<file path="src/hw/rtl/nmea_chk_pkg.sv">
// Package for the sentence checker: transfer types, result codes and lookups.
// No dependencies; used by nmea_chk_parse and nmea_sentence_checker.
`timescale 1ns / 1ps

package nmea_chk_pkg;

    localparam int IdLen     = 5;
    localparam int KindCount = 10;
    localparam logic [2:0] PosSat = 3'd6;

    localparam logic [7:0] CharDollar = 8'h24;
    localparam logic [7:0] CharStar   = 8'h2A;

    typedef enum logic [1:0] {
        ST_ACCEPTED  = 2'd0,
        ST_MALFORMED = 2'd1,
        ST_MISMATCH  = 2'd2
    } status_t;

    localparam logic [3:0] KindUnknown = 4'd0;

    localparam logic [8*IdLen-1:0] KindIds [KindCount] = '{
        "GPBOD", "GPGGA", "GPGLL", "GPGSA", "GPGSV",
        "GPRMB", "GPRMC", "PGRME", "PGRMZ", "GPRTE"
    };

    typedef struct packed {
        logic [7:0] ch;
        logic       last;
    } item_t;

    typedef struct packed {
        status_t    status;
        logic [3:0] kind;
        logic       had_checksum;
        logic [7:0] computed_sum;
    } result_t;

    typedef struct packed {
        logic       ok;
        logic [3:0] value;
    } hex_digit_t;

    function automatic hex_digit_t hex_decode(input logic [7:0] c);
        hex_digit_t d;
        d.ok    = 1'b1;
        d.value = c[3:0];
        if (c >= 8'h30 && c <= 8'h39) begin
            d.value = c[3:0];
        end else if ((c >= 8'h41 && c <= 8'h46) || (c >= 8'h61 && c <= 8'h66)) begin
            d.value = c[3:0] + 4'd9;
        end else begin
            d.ok = 1'b0;
        end
        return d;
    endfunction

    function automatic logic [3:0] kind_lookup(input logic [8*IdLen-1:0] id);
        logic [3:0] k;
        k = KindUnknown;
        for (int i = 0; i < KindCount; i++) begin
            if (id == KindIds[i]) begin
                k = 4'(i + 1);
            end
        end
        return k;
    endfunction

endpackage

</file>
<file path="src/hw/rtl/nmea_chk_parse.sv">
// Per-line parsing state of the sentence checker and the result it implies.
// Depends on nmea_chk_pkg.
`timescale 1ns / 1ps

module nmea_chk_parse
    import nmea_chk_pkg::*;
(
    input  logic    clk,
    input  logic    rst_n,
    input  logic    step,
    input  item_t   item,
    output result_t result
);

    logic [2:0]         pos_reg, pos_next;
    logic [8*IdLen-1:0] id_reg, id_next;
    logic [7:0]         xor_reg, xor_next;
    logic               star_reg, star_next;
    logic [7:0]         hex_reg, hex_next;
    logic               over_reg, over_next;
    logic               done_reg, done_next;
    logic               bad_reg, bad_next;
    logic               bad_sum;
    hex_digit_t         digit;

    always_comb
    begin
        digit     = hex_decode(item.ch);
        pos_next  = (pos_reg < PosSat) ? pos_reg + 3'd1 : pos_reg;
        id_next   = id_reg;
        xor_next  = xor_reg;
        star_next = star_reg;
        hex_next  = hex_reg;
        over_next = over_reg;
        done_next = done_reg;
        bad_next  = bad_reg;
        if (pos_reg == 3'd0) begin
            bad_next = (item.ch != CharDollar);
        end else begin
            if (pos_reg <= 3'(IdLen)) begin
                id_next = {id_reg[8*IdLen-9:0], item.ch};
            end
            if (!star_reg) begin
                if (item.ch == CharStar) begin
                    star_next = 1'b1;
                end else begin
                    xor_next = xor_reg ^ item.ch;
                end
            end else if (!done_reg) begin
                if (!digit.ok) begin
                    done_next = 1'b1;
                end else begin
                    over_next = over_reg | (|hex_reg[7:4]);
                    hex_next  = {hex_reg[3:0], digit.value};
                end
            end
        end

        bad_sum = star_next && (over_next || hex_next != xor_next);
        if (bad_next) begin
            result.status       = ST_MALFORMED;
            result.kind         = KindUnknown;
            result.had_checksum = 1'b0;
            result.computed_sum = 8'd0;
        end else begin
            result.status       = bad_sum ? ST_MISMATCH : ST_ACCEPTED;
            result.kind         = (bad_sum || pos_next != PosSat) ? KindUnknown
                                                                   : kind_lookup(id_next);
            result.had_checksum = star_next;
            result.computed_sum = xor_next;
        end
    end

    always_ff @(posedge clk or negedge rst_n)
    begin
        if (!rst_n) begin
            pos_reg  <= '0;
            id_reg   <= '0;
            xor_reg  <= '0;
            star_reg <= 1'b0;
            hex_reg  <= '0;
            over_reg <= 1'b0;
            done_reg <= 1'b0;
            bad_reg  <= 1'b0;
        end else if (step) begin
            if (item.last) begin
                pos_reg  <= '0;
                id_reg   <= '0;
                xor_reg  <= '0;
                star_reg <= 1'b0;
                hex_reg  <= '0;
                over_reg <= 1'b0;
                done_reg <= 1'b0;
                bad_reg  <= 1'b0;
            end else begin
                pos_reg  <= pos_next;
                id_reg   <= id_next;
                xor_reg  <= xor_next;
                star_reg <= star_next;
                hex_reg  <= hex_next;
                over_reg <= over_next;
                done_reg <= done_next;
                bad_reg  <= bad_next;
            end
        end
    end

endmodule

</file>
<file path="config.mk">
export PLATFORM = sky130hd
export DESIGN_NAME = nmea_chk_parse
export DESIGN_NICKNAME = d
export VERILOG_FILES = /design/src/hw/rtl/nmea_chk_pkg.sv /design/src/hw/rtl/nmea_chk_parse.sv
export SDC_FILE = /design/constraint.sdc
export NUM_CORES = 1
export LEC_CHECK = 0
export BUFFER_PORTS_ARGS = -buffer_cell sky130_fd_sc_hd__buf_2
export CAP_MARGIN = 20
export CORE_MARGIN = 1.5
export CORE_UTILIZATION = 57
export CTS_BUF_LIST = sky130_fd_sc_hd__clkbuf_8
export CTS_CLUSTER_SIZE = 10
export DETAILED_ROUTE_END_ITERATION = 6
export GPL_TIMING_DRIVEN = 0
export PLACE_DENSITY = 0.9
export SYNTH_ARGS = -nofsm -noshare
export SYNTH_HDL_FRONTEND = slang
export SYNTH_SLANG_ARGS = --single-unit
export TNS_END_PERCENT = 30
</file>
<file path="constraint.sdc">
create_clock -name clk -period 3.1 [get_ports clk]
set_input_delay 0.31 -clock clk [delete_from_list [all_inputs] [get_ports clk]]
set_output_delay 0.31 -clock clk [all_outputs]
set_load 0.02 [all_outputs]
</file>
# Word level (Yosys, flattened, before mapping)
# Cells that the tools add are included.
[totals]
register_bits = 63
input_bits = 12
output_inout_bits = 15
[classes]
magnitude_cmp = 8
n_addsub = 2
eq_ne = 15
mux = 47
reduce_logical = 11
bitwise = 2
[ops]
columns = ["cell", "count"]
rows = [
  ["equality test 40 x 39 -> 1 bit (second input constant)", 10],
  ["two-way mux 40 bit", 3],
  ["two-way mux 8 bit", 9],
  ["two-way mux 4 bit", 12],
  ["two-way mux 1 bit", 19],
  ["greater-or-equal comparator 8 x 7 -> 1 bit (second input constant)", 2],
  ["<= comparator 8 x 7 -> 1 bit (second input constant)", 2],
  ["two-way mux 15 bit", 1],
  ["equality test 8 x 6 -> 1 bit (second input constant)", 1],
  ["greater-or-equal comparator 8 x 6 -> 1 bit (second input constant)", 1],
  ["<= comparator 8 x 6 -> 1 bit (second input constant)", 1],
  ["!= test 8 x 6 -> 1 bit (second input constant)", 1],
  ["!= test 8 bit", 1],
  ["bitwise XOR 8 bit", 1],
  ["two-way mux 3 bit", 2],
  ["adder 4 bit (second input constant)", 1],
  ["logical AND 1 bit", 4],
  ["OR reduction 4 bit", 1],
  ["adder 3 x 1 -> 3 bit (second input constant)", 1],
  ["<= comparator 3 bit (second input constant)", 1],
  ["logical NOT 3 bit", 1],
  ["logical OR 1 bit", 3],
  ["< comparator 3 bit (second input constant)", 1],
  ["!= test 3 bit (second input constant)", 1],
  ["5 further kinds", 5],
]

# Longest topological paths before layout
[depth]
ltp_word = 16
mapped_depth = 14
depth_no_buf = 10

# Least setup slack after synthesis
# No wires, ideal clock.
[synth_timing]
kind = "input to output"
start = "input port item[2] (netlist bit)"
end = "output port result[12] (netlist bit)"
arrival_ns = 3.120
path_stages = 11
setup_slack_ns = -0.330
cell_sequence = "clkbuf_1 > inv_1 > ha_1 > or3b_1 > and4_1 > o21ai_0 > nand3b_1 > a311oi_1 > nand4b_1 > o31ai_2 > nor3b_2"
[synth_rtl]
columns = ["item", "line", "text"]
rows = [
  ["start: declaration", "nmea_chk_parse.sv:11", "input item_t item,"],
  ["end: declaration", "nmea_chk_parse.sv:12", "output result_t result"],
]

==> summary.txt <==
Global routing
  • Vias in the first global route: 4,341
  • Initial antenna violation count: 0
  • Grt ovf: 0
  • Largest net degree at the start of global routing: 41
  • First-pass GRT wire length: 22,510 µm
  • GRT Total Usage: 0.3431

Detailed routing
  • Vias: 4,640
  • First DRT Iteration DRCs: 600
  • DRC Markers: 0
  • Vias per std cell: 7.149
  • Routed Antenna Nets: 0
  • WL/cell: 22.46 µm
  • Routed WL: 14,580 µm
  • First-pass DRT Iterations: 5

Critical path
  • CP startpoint kind: input pin
  • CP startpoint: item[2]
  • Crit-path slowest cell: or4_1
  • Worst reg2reg path depth: 10
  • Setup crit end: result[9]
  • Kind of end point of the critical path: primary output
  • Crit path kind: in2out
  • Crit path DAT: 3.33 ns
  • RR Endpoint: id_reg[17]
  • Critical path cell sequence: buf_2, buf_6, inv_4, ha_2, o21bai_2, a211oi_4, nor2_2, or4_1, o31ai_1, o21ai_1, o31ai_4, o311a_1, buf_6
  • Critical R2R Launch: pos_reg[0]
  • Worst EP required: 2.79 ns
  • Most common cell on crit path: buf_6
  • Crit path buffers/inverters: 4
  • Top Family by Delay on Critical Path: compound AO/OA/AOI/OAI gates
  • Crit path depth: 13
  • CP Max Fanout: 9
  • CP max stage delay: 0.53 ns
  • Reg2Reg Setup Slack: 0.10 ns

Floorplan
  • Die area: 8424 µm²
  • FP Rows: 32
  • IO Count: 27
  • Core Area: 7687 µm²
  • Die Height: 91.79 µm
  • Chip width: 91.79 µm
  • Starting Density: 0.5845

Power and ir drop
  • Sequential power share: 0.355
  • Leakage power: 2.038 nW
  • Pwr dens: 573.2 nW/µm²
  • Switch Pwr: 1.217 mW
  • Clock share of power: 0.266
  • P_int: 1.853 mW
  • Max VDD drop: 0.3835 mV
  • Logic pwr share: 0.379
  • Final Power: 3.070 mW
  • Sw frac: 0.3963

Synthesis
  • Post-Syn Nets: 514
  • Primary FF master, synth: dfrtp_1
  • Post-synth EDFFs: 0
  • Cell count after synthesis: 494
  • Asr flop ratio synth: 1.000
  • Post-synthesis cell type count: 74
  • Cell area after synthesis: 4493 µm²
  • Yosys reg bits: 63
  • Synthesized area per cell: 9.095 µm²
  • Synth warn: 0
  • Register area share after synthesis: 0.3509

Placement
  • Port-buffer cells: 24
  • Dpl cell area: 4781 µm²
  • GPL Wtd Cong: 0.9442
  • Detailed Place HPWL: 9705 µm

Timing
  • Final worst path period need: 3.640 ns
  • RSZ-0062 raised after global routing: true
  • Final hold violations: 0
  • Final period utilization: 1.174
  • Tightest Pin Transition: 0.6802 ns
  • Slew HR: 0.5449
  • Pins Over Slew Limit: 0
  • Skew final: 0.007010 ns
  • Endpoints failing setup: 5
  • Final WS setup: -0.5402 ns
  • Max Fclk: 0.2747 GHz

Cells and area
  • Nets@finish: 562
  • Final instance area: 5355 µm²
  • Antenna Cells: 0
  • Area Overhead vs Synth: 19.19%
  • Max reg flops: 40
  • Layout cell share with drive strength beyond 1: 0.2084
  • Final core utilization: 0.6966

Outcome
  • Failing checks: negative setup slack
  • Outcome: complete, but fails checks

Clocking
  • Total CTS buffers: 9
  • Htree depth: 3
  • TritonCTS clock tree: built
  • CTS Sinks: 63
  • Clk pin slew, worst setup/hold paths: 0.07 ns
  • Clk_lat worst skew: 0.35 ns
  • Longest Clk Path Bufs: 2
  • CTS root buffer: clkbuf_8

Min path
  • Tightest Hold Check Type: in2reg
  • Worst hold path cell count: 3

Flow run
  • Max_cap viols: 0
[cell usage after synthesis, types with 5 or more instances]
| cell | number | area share |
|---|---|---|
| a211oi_1 | 5 | 0.0084 |
| a21oi_1 | 23 | 0.026 |
| a22oi_1 | 47 | 0.079 |
| clkbuf_1 | 34 | 0.028 |
| dfrtp_1 | 63 | 0.35 |
| ha_1 | 8 | 0.022 |
| inv_1 | 18 | 0.015 |
| mux2i_1 | 6 | 0.013 |
| nand2_1 | 18 | 0.015 |
| nand2b_1 | 6 | 0.0084 |
| nand3_1 | 12 | 0.013 |
| nand4_1 | 7 | 0.0097 |
| nor2_1 | 37 | 0.031 |
| nor2b_1 | 9 | 0.013 |
| nor3_1 | 11 | 0.012 |
| nor3b_1 | 5 | 0.0084 |
| nor4b_1 | 5 | 0.0097 |
| o21ai_0 | 16 | 0.018 |
| o22ai_1 | 9 | 0.013 |
| o2bb2ai_1 | 50 | 0.097 |
| xnor2_1 | 11 | 0.021 |
[per-stage QoR]
stage	TNS (ns)	hold WS, ns	worst slack, ns	instances
4_1_cts	-2.528	0.2910	-0.6090	641
3_3_place_gp	-4.190	0.4748	-0.9664	620
3_5_place_dp	-4.999	0.3492	-1.105	621
5_1_grt	-2.998	0.3100	-0.6230	649
2_1_floorplan	0	0.01441	0.005401	494
6_report	-2.118	0.2953	-0.5402	649
[layer usage]
| metal | wire (µm) | share of wire | global-route usage |
|---|---|---|---|
| met5 | 0 | 0 | 0 |
| met4 | 519 | 0.036 | 0.1551 |
| met3 | 1416 | 0.097 | 0.07629 |
| met1 | 5765 | 0.40 | 0.4644 |
| met2 | 6876 | 0.47 | 0.5267 |
[tightest hold or removal path: cells and delay by family]
family                 cells  cell delay [ns]
AND/OR/NAND/NOR            1             0.10
AO/OA/AOI/OAI              1             0.05
buffers and inverters      1             0.14
[repair_timing]
item	4_1_cts	5_1_grt
hold buffers	1	0
endpoints found under the hold margin	23	0
pin swaps	13	15
setup endpoints to repair	5	15
gates resized for setup	30	41
setup buffers	4	9
[kinds of logic after synthesis]
family,synth area share
muxes,0.01838
adders and majority gates,0.02228
and+or+nand+nor,0.1899
buffers and inverters,0.05068
AOI/OAI and AO/OA,0.3236
DFF,0.3509
xor gates and xnor gates,0.04427
[power groups by stage]
stage | combinational [mW] | clock, mW | sequential (mW)
6_report | 1.16 | 0.816 | 1.09
5_1_grt | 1.24 | 0.853 | 1.10
4_1_cts | 1.07 | 0.816 | 1.08
3_5_place_dp | 1.01 | 0 | 1.09
3_3_place_gp | 0.971 | 0 | 1.09
2_1_floorplan | 0.755 | 0 | 1.05
[worst min-delay path by stage]
stage                     slack (ns)     from         end
after floorplan                 0.01    rst_n     bad_reg
after global placement          0.47  bad_reg     bad_reg
after detailed placement        0.35    rst_n  xor_reg[3]
after CTS                       0.29     step    star_reg
after global routing            0.31     step    star_reg
final                           0.30     step    star_reg
[area by class of cell]
cell class	instances	area, µm²
fillers	560	2332
flip-flops and latches	63	1580
plain buffers	38	176.4
well taps	102	127.6
multi-input cells	372	2897
inverters	19	76.32
repair buffers	39	275.3
clock inverters	6	85.08
clock buffers	10	137.6
[cells in the final DEF (no fill, tap or decap), types with 3 or more instances in the layout]
master and count:
o31ai_1 4, a21oi_1 21, clkbuf_8 10, a211oi_1 4, nor4b_1 5, nor3b_1 5
nand3_1 12, a22oi_1 47, xnor2_1 10, mux2i_1 6, o22ai_1 8, xor2_1 4
nand2_1 18, o31a_1 3, and3_1 3, nand4_1 7, nor3_1 11, clkbuf_2 3
or4b_1 3, dfrtp_1 60, o2111ai_1 4, xnor3_1 3, inv_2 3, o211ai_1 4
buf_2 22, inv_1 15, nand2b_1 5, ha_1 4, buf_6 5, o2bb2ai_1 50
clkbuf_1 27, nand3b_1 3, buf_4 16, dfrtp_2 3, nor2_2 3, nor2_1 34
nor2b_1 7, o21ai_0 15
Power figures use the tool's default switching activity.
